File: src/hw/rtl/nucleotide_segment_feature_extractor_macros.svh
// ----------------------------------------------------------------------------
// Nucleotide segment feature extractor - assertion macros
// Shared concurrent assertion wrappers, clocked on the rising edge.
// ----------------------------------------------------------------------------
`ifndef NUCLEOTIDE_SEGMENT_FEATURE_EXTRACTOR_MACROS_SVH
`define NUCLEOTIDE_SEGMENT_FEATURE_EXTRACTOR_MACROS_SVH

// Checked outside reset only
`define NSFE_ASSERT(lbl, clk, rst, prop, msg) \
   lbl: assert property (@(posedge clk) disable iff (rst) prop) else $error(msg);

// Checked at every edge, reset included
`define NSFE_ASSERT_ALWAYS(lbl, clk, prop, msg) \
   lbl: assert property (@(posedge clk) prop) else $error(msg);

`endif

File: src/hw/rtl/nsfe_pkg.sv
// ----------------------------------------------------------------------------
// nsfe_pkg
// Constants, types and the character weight map of the feature extractor.
// ----------------------------------------------------------------------------
`default_nettype none

package nsfe_pkg;

   localparam int MAX_SEGMENTS   = 64;
   localparam int LENGTH_BITS    = 16;
   localparam int FRACTION_BITS  = 16;
   localparam int VALUE_BITS     = 41;
   localparam int SEG_BITS       = $clog2(MAX_SEGMENTS + 1);
   localparam int INDEX_BITS     = 6;
   localparam int WEIGHT_BITS    = 17;
   localparam int DIVIDEND_BITS  = VALUE_BITS + FRACTION_BITS;
   localparam int DIVISOR_BITS   = 15 + LENGTH_BITS;
   localparam int DIV_COUNT_BITS = $clog2(DIVIDEND_BITS + 1);
   localparam int CSR_INDEX_BITS = 3;
   localparam int CSR_DATA_BITS  = 16;

   localparam logic [CSR_INDEX_BITS-1:0] CSR_AT_WEIGHT     = 3'd0;
   localparam logic [CSR_INDEX_BITS-1:0] CSR_CG_WEIGHT     = 3'd1;
   localparam logic [CSR_INDEX_BITS-1:0] CSR_OTHER_WEIGHT  = 3'd2;
   localparam logic [CSR_INDEX_BITS-1:0] CSR_SEGMENT_COUNT = 3'd3;
   localparam logic [CSR_INDEX_BITS-1:0] CSR_WORD_LENGTH   = 3'd4;

   typedef enum logic [3:0] {
      ST_IDLE,
      ST_CHK_MUL,
      ST_CHK_START,
      ST_CHK_WAIT,
      ST_CHK_CMP,
      ST_ACC,
      ST_FINISH,
      ST_EMIT_PREP,
      ST_EMIT_START,
      ST_EMIT_WAIT,
      ST_EMIT_OUT
   } state_type;

   typedef struct packed {
      logic start;
   } div_ctl_type;

   typedef struct packed {
      logic busy;
      logic done;
   } div_sts_type;

   function automatic logic signed [WEIGHT_BITS-1:0] weight_of(
      input logic [7:0]         c,
      input logic [14:0]        at_w,
      input logic [14:0]        cg_w,
      input logic signed [15:0] other_w
   );
      logic signed [WEIGHT_BITS-1:0] w;
      case (c)
         "A", "a":           w = $signed({2'b00, at_w});
         "T", "t", "U", "u": w = -$signed({2'b00, at_w});
         "G", "g":           w = $signed({2'b00, cg_w});
         "C", "c":           w = -$signed({2'b00, cg_w});
         "r", "y", "s", "w", "k", "m", "b", "d", "h", "v", "n",
         "R", "Y", "S", "W", "K", "M", "B", "D", "H", "V", "N":
                             w = WEIGHT_BITS'(other_w);
         default:            w = '0;
      endcase
      return w;
   endfunction

endpackage

`default_nettype wire

File: src/hw/rtl/nsfe_div.sv
// ----------------------------------------------------------------------------
// nsfe_div
// Restoring unsigned divider, one quotient bit per cycle.
// ----------------------------------------------------------------------------
`default_nettype none

module nsfe_div
   import nsfe_pkg::*;
(
   input  wire logic                     clock,
   input  wire logic                     reset,
   input  wire div_ctl_type              ctl,
   input  wire logic [DIVIDEND_BITS-1:0] dividend,
   input  wire logic [DIVISOR_BITS-1:0]  divisor,
   output div_sts_type                   sts,
   output logic [DIVIDEND_BITS-1:0]      quotient
);

   logic [DIVISOR_BITS:0]     rem_ff, rem_in;
   logic [DIVIDEND_BITS-1:0]  quo_ff, quo_in;
   logic [DIVISOR_BITS-1:0]   dvs_ff, dvs_in;
   logic [DIV_COUNT_BITS-1:0] cnt_ff, cnt_in;
   logic                      busy_ff, busy_in;
   logic                      done_ff, done_in;
   logic [DIVISOR_BITS:0]     trial;

   assign trial = {rem_ff[DIVISOR_BITS-1:0], quo_ff[DIVIDEND_BITS-1]};

   always_comb begin
      rem_in  = rem_ff;
      quo_in  = quo_ff;
      dvs_in  = dvs_ff;
      cnt_in  = cnt_ff;
      busy_in = busy_ff;
      done_in = 1'b0;
      if (ctl.start && !busy_ff) begin
         rem_in  = '0;
         quo_in  = dividend;
         dvs_in  = divisor;
         cnt_in  = DIV_COUNT_BITS'(DIVIDEND_BITS);
         busy_in = 1'b1;
      end else if (busy_ff) begin
         if (trial >= {1'b0, dvs_ff}) begin
            rem_in = trial - {1'b0, dvs_ff};
            quo_in = {quo_ff[DIVIDEND_BITS-2:0], 1'b1};
         end else begin
            rem_in = trial;
            quo_in = {quo_ff[DIVIDEND_BITS-2:0], 1'b0};
         end
         cnt_in = cnt_ff - 1'b1;
         if (cnt_ff == DIV_COUNT_BITS'(1)) begin
            busy_in = 1'b0;
            done_in = 1'b1;
         end
      end
   end

   always_ff @(posedge clock) begin
      rem_ff <= rem_in;
      quo_ff <= quo_in;
      dvs_ff <= dvs_in;
      cnt_ff <= cnt_in;
      if (reset) begin
         busy_ff <= 1'b0;
         done_ff <= 1'b0;
      end else begin
         busy_ff <= busy_in;
         done_ff <= done_in;
      end
   end

   assign sts.busy = busy_ff;
   assign sts.done = done_ff;
   assign quotient = quo_ff;

endmodule

`default_nettype wire

File: src/hw/rtl/nucleotide_segment_feature_extractor.sv
// ----------------------------------------------------------------------------
// nucleotide_segment_feature_extractor
// Per-character weighting and per-segment sums, normalised by a shared divider when a word length is set.
// ----------------------------------------------------------------------------
//  channel   dir   handshake               payload
//  req_      in    req_valid/req_ready     base_char, seq_length
//  rsp_      out   rsp_valid/rsp_ready     feature_index/value, empty_fault, last
//  csr_      in    csr_valid/csr_ready     csr_index, csr_data
//
// A character passes a boundary check (one division of a 57-bit dividend)
// before and one after the accumulate, and one more after each feature;
// a check is only the multiply once all segments are out. A weighted feature
// adds a division for its quotient, a plain or empty one none. The shared serial divider sets rate.
// Reset is synchronous and clears sequence state and registers to defaults.
// A feature waits in its state while the output register is still held.
`default_nettype none
`include "nucleotide_segment_feature_extractor_macros.svh"

module nucleotide_segment_feature_extractor
   import nsfe_pkg::*;
(
   input  wire logic                        clock,
   input  wire logic                        reset,
   input  wire logic                        req_valid,
   output logic                             req_ready,
   input  wire logic [7:0]                  req_base_char,
   input  wire logic [LENGTH_BITS-1:0]      req_seq_length,
   output logic                             rsp_valid,
   input  wire logic                        rsp_ready,
   output logic [INDEX_BITS-1:0]            rsp_feature_index,
   output logic signed [VALUE_BITS-1:0]     rsp_feature_value,
   output logic                             rsp_empty_fault,
   output logic                             rsp_last_feature,
   input  wire logic                        csr_valid,
   output logic                             csr_ready,
   input  wire logic [CSR_INDEX_BITS-1:0]   csr_index,
   input  wire logic [CSR_DATA_BITS-1:0]    csr_data
);

   // configuration
   logic [14:0]        at_ff, cg_ff;
   logic signed [15:0] oth_ff;
   logic [6:0]         nseg_ff;
   logic [7:0]         wlen_ff;

   // sequence state
   state_type                 state_ff, state_in;
   logic [LENGTH_BITS-1:0]    pos_ff, start_ff, lenf_ff;
   logic [SEG_BITS-1:0]       seg_ff;
   logic [7:0]                cyc_ff;
   logic signed [VALUE_BITS-1:0] sum_ff;
   logic [7:0]                ch_ff;
   logic                      post_ff;
   logic [LENGTH_BITS+SEG_BITS-1:0] prod_ff;
   logic [DIVISOR_BITS-1:0]   den_ff;

   logic                      rsp_valid_ff;
   logic [INDEX_BITS-1:0]     rsp_idx_ff;
   logic signed [VALUE_BITS-1:0] rsp_val_ff;
   logic                      rsp_fault_ff, rsp_last_ff;

   logic [SEG_BITS-1:0]       n_eff;
   logic [14:0]               m_eff;
   logic [LENGTH_BITS-1:0]    seglen;
   logic                      seg_done, emit_now, weighted, out_free;
   logic [7:0]                p_pos;
   logic signed [WEIGHT_BITS-1:0] w_cur;
   logic [VALUE_BITS-1:0]     mag;
   logic [DIVIDEND_BITS-1:0]  quo;
   logic signed [VALUE_BITS-1:0] qval;
   logic                      req_fire, emit_fire;

   div_ctl_type div_ctl;
   div_sts_type div_sts;
   logic [DIVIDEND_BITS-1:0] div_dividend;
   logic [DIVISOR_BITS-1:0]  div_divisor;

   always_comb begin
      if (nseg_ff == '0)
         n_eff = SEG_BITS'(1);
      else if (nseg_ff > 7'(MAX_SEGMENTS))
         n_eff = SEG_BITS'(MAX_SEGMENTS);
      else
         n_eff = SEG_BITS'(nseg_ff);
   end

   assign m_eff    = (at_ff > cg_ff) ? at_ff : ((cg_ff == '0) ? 15'd1 : cg_ff);
   assign seglen   = pos_ff - start_ff;
   assign seg_done = (seg_ff >= n_eff);
   assign emit_now = (quo <= DIVIDEND_BITS'(pos_ff));
   assign weighted = (wlen_ff != '0);
   assign out_free = !rsp_valid_ff || rsp_ready;
   assign w_cur    = weight_of(ch_ff, at_ff, cg_ff, oth_ff);
   assign mag      = sum_ff[VALUE_BITS-1] ? VALUE_BITS'(-sum_ff) : VALUE_BITS'(sum_ff);

   always_comb begin
      if (pos_ff == start_ff)
         p_pos = '0;
      else if (cyc_ff >= wlen_ff)
         p_pos = 8'd1;
      else
         p_pos = cyc_ff + 8'd1;
   end

   // saturate the Q16 magnitude into the signed result range
   always_comb begin
      if (!sum_ff[VALUE_BITS-1]) begin
         if (quo[DIVIDEND_BITS-1:VALUE_BITS-1] != '0)
            qval = {1'b0, {(VALUE_BITS-1){1'b1}}};
         else
            qval = $signed(quo[VALUE_BITS-1:0]);
      end else begin
         if (quo[DIVIDEND_BITS-1:VALUE_BITS] != '0 ||
             (quo[VALUE_BITS-1] && quo[VALUE_BITS-2:0] != '0))
            qval = {1'b1, {(VALUE_BITS-1){1'b0}}};
         else
            qval = -$signed(quo[VALUE_BITS-1:0]);
      end
   end

   // next state
   always_comb begin
      state_in = state_ff;
      case (state_ff)
         ST_IDLE:       if (req_valid) state_in = ST_CHK_MUL;
         ST_CHK_MUL:    if (seg_done) state_in = post_ff ? ST_FINISH : ST_ACC;
                        else state_in = ST_CHK_START;
         ST_CHK_START:  state_in = ST_CHK_WAIT;
         ST_CHK_WAIT:   if (div_sts.done) state_in = ST_CHK_CMP;
         ST_CHK_CMP:    if (emit_now) state_in = ST_EMIT_PREP;
                        else state_in = post_ff ? ST_FINISH : ST_ACC;
         ST_ACC:        state_in = ST_CHK_MUL;
         ST_FINISH:     state_in = ST_IDLE;
         ST_EMIT_PREP:  if (weighted && seglen != '0) state_in = ST_EMIT_START;
                        else state_in = ST_EMIT_OUT;
         ST_EMIT_START: state_in = ST_EMIT_WAIT;
         ST_EMIT_WAIT:  if (div_sts.done) state_in = ST_EMIT_OUT;
         ST_EMIT_OUT:   if (out_free) state_in = ST_CHK_MUL;
         default:       state_in = ST_IDLE;
      endcase
   end

   // outputs of the sequencer
   always_comb begin
      req_ready     = 1'b0;
      div_ctl.start = 1'b0;
      emit_fire     = 1'b0;
      div_dividend  = {mag, {FRACTION_BITS{1'b0}}};
      div_divisor   = den_ff;
      case (state_ff)
         ST_IDLE:       req_ready = 1'b1;
         ST_CHK_START: begin
            div_ctl.start = 1'b1;
            div_dividend  = DIVIDEND_BITS'(prod_ff);
            div_divisor   = DIVISOR_BITS'(n_eff);
         end
         ST_EMIT_START: div_ctl.start = 1'b1;
         ST_EMIT_OUT:   emit_fire = out_free;
         default:       req_ready = 1'b0;
      endcase
   end

   assign req_fire  = req_valid && req_ready;
   assign csr_ready = 1'b1;

   nsfe_div u_div (
      .clock    (clock),
      .reset    (reset),
      .ctl      (div_ctl),
      .dividend (div_dividend),
      .divisor  (div_divisor),
      .sts      (div_sts),
      .quotient (quo)
   );

   always_ff @(posedge clock) begin
      if (reset) begin
         at_ff   <= 15'd1;
         cg_ff   <= 15'd1;
         oth_ff  <= '0;
         nseg_ff <= 7'd1;
         wlen_ff <= '0;
      end else if (csr_valid) begin
         case (csr_index)
            CSR_AT_WEIGHT:     at_ff   <= csr_data[14:0];
            CSR_CG_WEIGHT:     cg_ff   <= csr_data[14:0];
            CSR_OTHER_WEIGHT:  oth_ff  <= $signed(csr_data);
            CSR_SEGMENT_COUNT: nseg_ff <= csr_data[6:0];
            CSR_WORD_LENGTH:   wlen_ff <= csr_data[7:0];
            default:           ;
         endcase
      end
   end

   always_ff @(posedge clock) begin
      if (req_fire) begin
         ch_ff   <= req_base_char;
         lenf_ff <= (req_seq_length < pos_ff + 1'b1) ? pos_ff + 1'b1 : req_seq_length;
      end
      if (state_ff == ST_CHK_MUL)
         prod_ff <= (LENGTH_BITS+SEG_BITS)'(lenf_ff * (seg_ff + 1'b1));
      if (state_ff == ST_EMIT_PREP)
         den_ff <= DIVISOR_BITS'(m_eff * seglen);
      if (emit_fire) begin
         rsp_idx_ff   <= seg_ff[INDEX_BITS-1:0];
         rsp_last_ff  <= (seg_ff + 1'b1 == n_eff);
         rsp_fault_ff <= weighted && (seglen == '0);
         if (!weighted)
            rsp_val_ff <= sum_ff;
         else if (seglen == '0)
            rsp_val_ff <= '0;
         else
            rsp_val_ff <= qval;
      end
   end

   always_ff @(posedge clock) begin
      if (reset) begin
         state_ff     <= ST_IDLE;
         pos_ff       <= '0;
         start_ff     <= '0;
         seg_ff       <= '0;
         cyc_ff       <= '0;
         sum_ff       <= '0;
         post_ff      <= 1'b0;
         rsp_valid_ff <= 1'b0;
      end else begin
         state_ff <= state_in;
         if (req_fire)
            post_ff <= 1'b0;
         if (state_ff == ST_ACC) begin
            if (weighted) begin
               sum_ff <= sum_ff + VALUE_BITS'(w_cur * $signed({1'b0, p_pos}));
               cyc_ff <= p_pos;
            end else begin
               sum_ff <= sum_ff + VALUE_BITS'(w_cur);
            end
            pos_ff  <= pos_ff + 1'b1;
            post_ff <= 1'b1;
         end
         if (emit_fire) begin
            seg_ff   <= seg_ff + 1'b1;
            start_ff <= pos_ff;
            sum_ff   <= '0;
            cyc_ff   <= '0;
         end
         if (state_ff == ST_FINISH && (seg_done || pos_ff >= lenf_ff)) begin
            pos_ff   <= '0;
            start_ff <= '0;
            seg_ff   <= '0;
            cyc_ff   <= '0;
            sum_ff   <= '0;
         end
         if (emit_fire)
            rsp_valid_ff <= 1'b1;
         else if (rsp_ready)
            rsp_valid_ff <= 1'b0;
      end
   end

   assign rsp_valid         = rsp_valid_ff;
   assign rsp_feature_index = rsp_idx_ff;
   assign rsp_feature_value = rsp_val_ff;
   assign rsp_empty_fault   = rsp_fault_ff;
   assign rsp_last_feature  = rsp_last_ff;

   `NSFE_ASSERT(a_idle_div_free, clock, reset, (state_ff == ST_IDLE) |-> !div_sts.busy, "divider busy while idle")
   `NSFE_ASSERT(a_fault_zero, clock, reset, (rsp_valid && rsp_empty_fault) |-> (rsp_feature_value == '0), "faulted feature carries a value")
   `NSFE_ASSERT(a_fault_weighted, clock, reset, $rose(rsp_valid) && rsp_empty_fault |-> weighted, "fault raised in plain mode")
   `NSFE_ASSERT(a_start_idle_div, clock, reset, div_ctl.start |-> !div_sts.busy, "divider started while busy")

endmodule

`default_nettype wire

File: config.mk
export PLATFORM = sky130hd
export DESIGN_NAME = nucleotide_segment_feature_extractor
export DESIGN_NICKNAME = d
export VERILOG_FILES = /design/src/hw/rtl/nsfe_pkg.sv /design/src/hw/rtl/nsfe_div.sv /design/src/hw/rtl/nucleotide_segment_feature_extractor.sv
export VERILOG_INCLUDE_DIRS = /design/src /design/src/hw/rtl
export SDC_FILE = /design/constraint.sdc
export NUM_CORES = 2
export LEC_CHECK = 0
export BUFFER_PORTS_ARGS = -buffer_cell sky130_fd_sc_hd__buf_2
export CAP_MARGIN = 10
export CORE_UTILIZATION = 50
export DETAILED_ROUTE_END_ITERATION = 7
export PLACE_DENSITY = 0.67
export SLEW_MARGIN = 20
export SYNTH_ARGS = -nofsm -noshare
export SYNTH_HDL_FRONTEND = slang
export SYNTH_SLANG_ARGS = --single-unit
File: constraint.sdc
create_clock -name clock -period 16.3 [get_ports clock]
set_input_delay 2.445 -clock clock [delete_from_list [all_inputs] [get_ports clock]]
set_output_delay 2.445 -clock clock [all_outputs]
set_load 0.02 [all_outputs]
==> results.sh <==
export IMPL_status="finished clean"
export IMPL_grt_pass1_vias=35600
export IMPL_cts_tree="done"
export IMPL_grt_usage_pct=27.7
export IMPL_via_per_inst=5.77
export IMPL_drt_wl_total_um=124000
export IMPL_hold_viol_final=0
export IMPL_synth_top_family_by_area="adder cells"
export IMPL_die_x_um=299
export IMPL_finalSetupTns_ns=0
export IMPL_cts_buffers=51
export IMPL_ys_types=83
export IMPL_stdcell_count=6358
export IMPL_final_util_pct=54.7
export IMPL_worstSetupStartpointType="flop"
export IMPL_cpPeakStageDelay_ns=0.69
export IMPL_p_leak_nw=21.3
export IMPL_die_area_um2=89300
export IMPL_max_freq_ghz=0.103
export IMPL_dp_hpwl_um=95600
export IMPL_drv_cap=0
export IMPL_synth_xor_area_share_pct=5.31
export IMPL_dp_cells=6261
export IMPL_antenna_found_initial=4
export IMPL_cts_resized=0
export IMPL_ys_ff_latch=408
export IMPL_period_share_pct=59.7
export IMPL_gp_congestion=0.964
export IMPL_area_growth_pct=8.10
export IMPL_synthesis_nets=5980
export IMPL_hold_ws_ns=0.457
export IMPL_worst_slew_pin_slew_ns=1.29
export IMPL_power_density_nw_per_um2=75.6
export IMPL_syn_inst=5135
export IMPL_maxSlewHeadroom_pct=13.9
export IMPL_portBuffers=97
export IMPL_fin_crit_ns=9.73
export IMPL_hold_path_class="reg2reg"
export IMPL_cp_arrival_ns=10.10
export IMPL_grt_pass1_wl_um=197000
export IMPL_path_class="reg2reg"
export IMPL_synth_compound_area_share_pct=15.6
export IMPL_cts_hold_buf=0
export IMPL_first_pass_iters=7
export IMPL_fin_skew_ns=0.0402
export IMPL_clock_path_buffers=3
export IMPL_post_drt_wl_per_cell_um=19.5
export IMPL_critPathBufInv=7
export IMPL_drc=0
export IMPL_die_y_um=299
export IMPL_num_rows=108
export IMPL_vdd_ir_drop_max_v=0.0000797
export IMPL_core_um2=87000
export IMPL_rsz0062_at_grt="false"
export IMPL_synth_simple_area_share_pct=16.9
export IMPL_required_ns=16.67
export IMPL_cp_end_kind="flop"
export IMPL_path_max_fanout=9
export IMPL_htree_num_levels=2
export IMPL_synth_edf_count=214
export IMPL_synth_async_reset_ratio_pct=0
export IMPL_synth_ff_type="edfxtp_1"
export IMPL_ys_seq_area_share_pct=23.4
export IMPL_start_util_pct=50.6
export IMPL_numClockSinks=408
export IMPL_cts_root_buf="clkbuf_16"
export IMPL_grt_max_degree=76
export IMPL_ant_nets=0
export IMPL_grt_overflow=0
export IMPL_syn_cell_area_um2=44100
export IMPL_slew_violations=0
export IMPL_via_count=36700
export IMPL_layout_drive_gt1_share_pct=6.23
export IMPL_drt_iter0_drc=3160
export IMPL_yosys_mux_area_fraction_pct=1.65
export IMPL_pin_count=100
export IMPL_syn_avg_cell_area_um2=8.58
export IMPL_insertion_delay_ns=0.64
export IMPL_yosysWarnings=0
export IMPL_cp_top_family="adder cells"
export IMPL_final_net_count=6004
export IMPL_synth_fa_ha_area_share_pct=29.7
export IMPL_postCtsSetupBuffers=0
export IMPL_clkTransAtPathRegs_ns=0.06
export IMPL_setup_violations_final=0
export IMPL_crit_path_top_delay_cell="xor2_2"
-- synth_stat cells (86+ instances only) --
cell type / instances / share of area [%]
a21o_1: 86 / 1.5
a21oi_1: 336 / 3.8
clkbuf_1: 179 / 1.5
dfxtp_1: 194 / 8.8
edfxtp_1: 214 / 15
fa_1: 413 / 19
ha_1: 384 / 11
inv_1: 678 / 5.8
nand2_1: 615 / 5.2
nor2_1: 445 / 3.8
nor3_1: 101 / 1.1
o21ai_0: 244 / 2.8
xnor2_1: 189 / 3.8
-- routing by layer --
layer | GRT usage (%) | up-vias | share of wire, %
met5 | 0 | - | 0.0056
met4 | 7.99 | 2 | 2.9
met3 | 3.66 | 204 | 6.5
met2 | 44.1 | 1197 | 46
met1 | 39.3 | 17900 | 45
li1 | - | 17400 | -
-- tightest hold or removal path: stages (launching register included) --
cell and delay, ns:
dfxtp_1 0.31, nand2_1 0.05, a21oi_1 0.05
-- cells by family after synthesis --
family,after synthesis
simple gates,1624
compound gates,1089
buf+inv,878
fa+ha+maj,797
flops,408
xor+xnor,267
mux,71
other cells,1
-- final timing paths --
kind                                   from  slack, ns           to  depth (start not counted)
worst min-delay path            start_ff[1]       0.46  start_ff[1]                          2
worst min register to register  start_ff[1]       0.46  start_ff[1]                          2
worst max register to register    pos_ff[0]       6.57   den_ff[30]                         34
worst max-delay path              pos_ff[0]       6.57   den_ff[30]                         34
-- power breakdown --
part           total, mW  internal (mW)  switching [mW]  leakage [nW]
Clock               1.20          0.710           0.489         0.847
Sequential          1.42           1.27           0.152          3.40
Combinational      0.983          0.366           0.618          17.1
Total               3.60           2.34            1.26          21.3
-- layout by cell type, fill, tap and decap left out, types with 28 or more instances in the layout --
cell | synthesis | layout
o21a_1 | 39 | 39
nand2b_1 | 68 | 67
nor3_1 | 101 | 100
edfxtp_1 | 214 | 214
nand4_1 | 37 | 37
a21oi_1 | 336 | 336
nand2_1 | 615 | 613
fa_1 | 413 | 413
nor2b_1 | 53 | 53
o21ai_0 | 244 | 244
clkbuf_16 | 0 | 51
nand3_1 | 65 | 65
buf_2 | 8 | 97
nor4_1 | 34 | 32
xnor2_1 | 189 | 189
and3_1 | 37 | 37
buf_4 | 1 | 73
xor2_1 | 78 | 77
dfxtp_1 | 194 | 193
ha_1 | 384 | 384
a31oi_1 | 37 | 37
o221ai_1 | 31 | 31
and2_1 | 75 | 74
a21o_1 | 86 | 86
mux2i_1 | 58 | 56
o211ai_1 | 28 | 28
inv_1 | 678 | 676
o22ai_1 | 31 | 31
a211oi_1 | 56 | 56
nor2_1 | 445 | 438
-- cell type report --
type | count | area (µm²)
diodes | 1 | 2.50
clock buffers | 66 | 1370
clock inverters | 30 | 384
fillers | 8103 | 39400
inverters | 679 | 2550
multi-input cells | 3849 | 30500
flip-flops and latches | 408 | 10300
well taps | 1155 | 1450
repair buffers | 170 | 1030
-- registers in the layout, indices dropped and copies added, names as in the netlist, 4 cells and up --
signal / count
start_ff: 16
u_div.rem_ff: 31
rsp_feature_index: 6
sum_ff: 41
pos_ff: 16
u_div.quotient: 57
nseg_ff: 7
oth_ff: 16
cg_ff: 15
ch_ff: 7
cyc_ff: 8
lenf_ff: 16
seg_ff: 7
at_ff: 15
wlen_ff: 8
state_ff: 4
u_div.dvs_ff: 31
den_ff: 31
prod_ff: 23
rsp_feature_value: 41
u_div.cnt_ff: 6
-- through the flow --
step	cell area [µm²]	total power [mW]	setup WS, ns
final	47600	3.60	6.57
after floorplan	44100	2.10	7.66
after global placement	45900	2.38	6.50
after CTS	47600	3.61	6.61
after detailed placement	45900	2.40	6.66
after global routing	47600	3.79	5.98
Power figures use the tool's default switching activity.
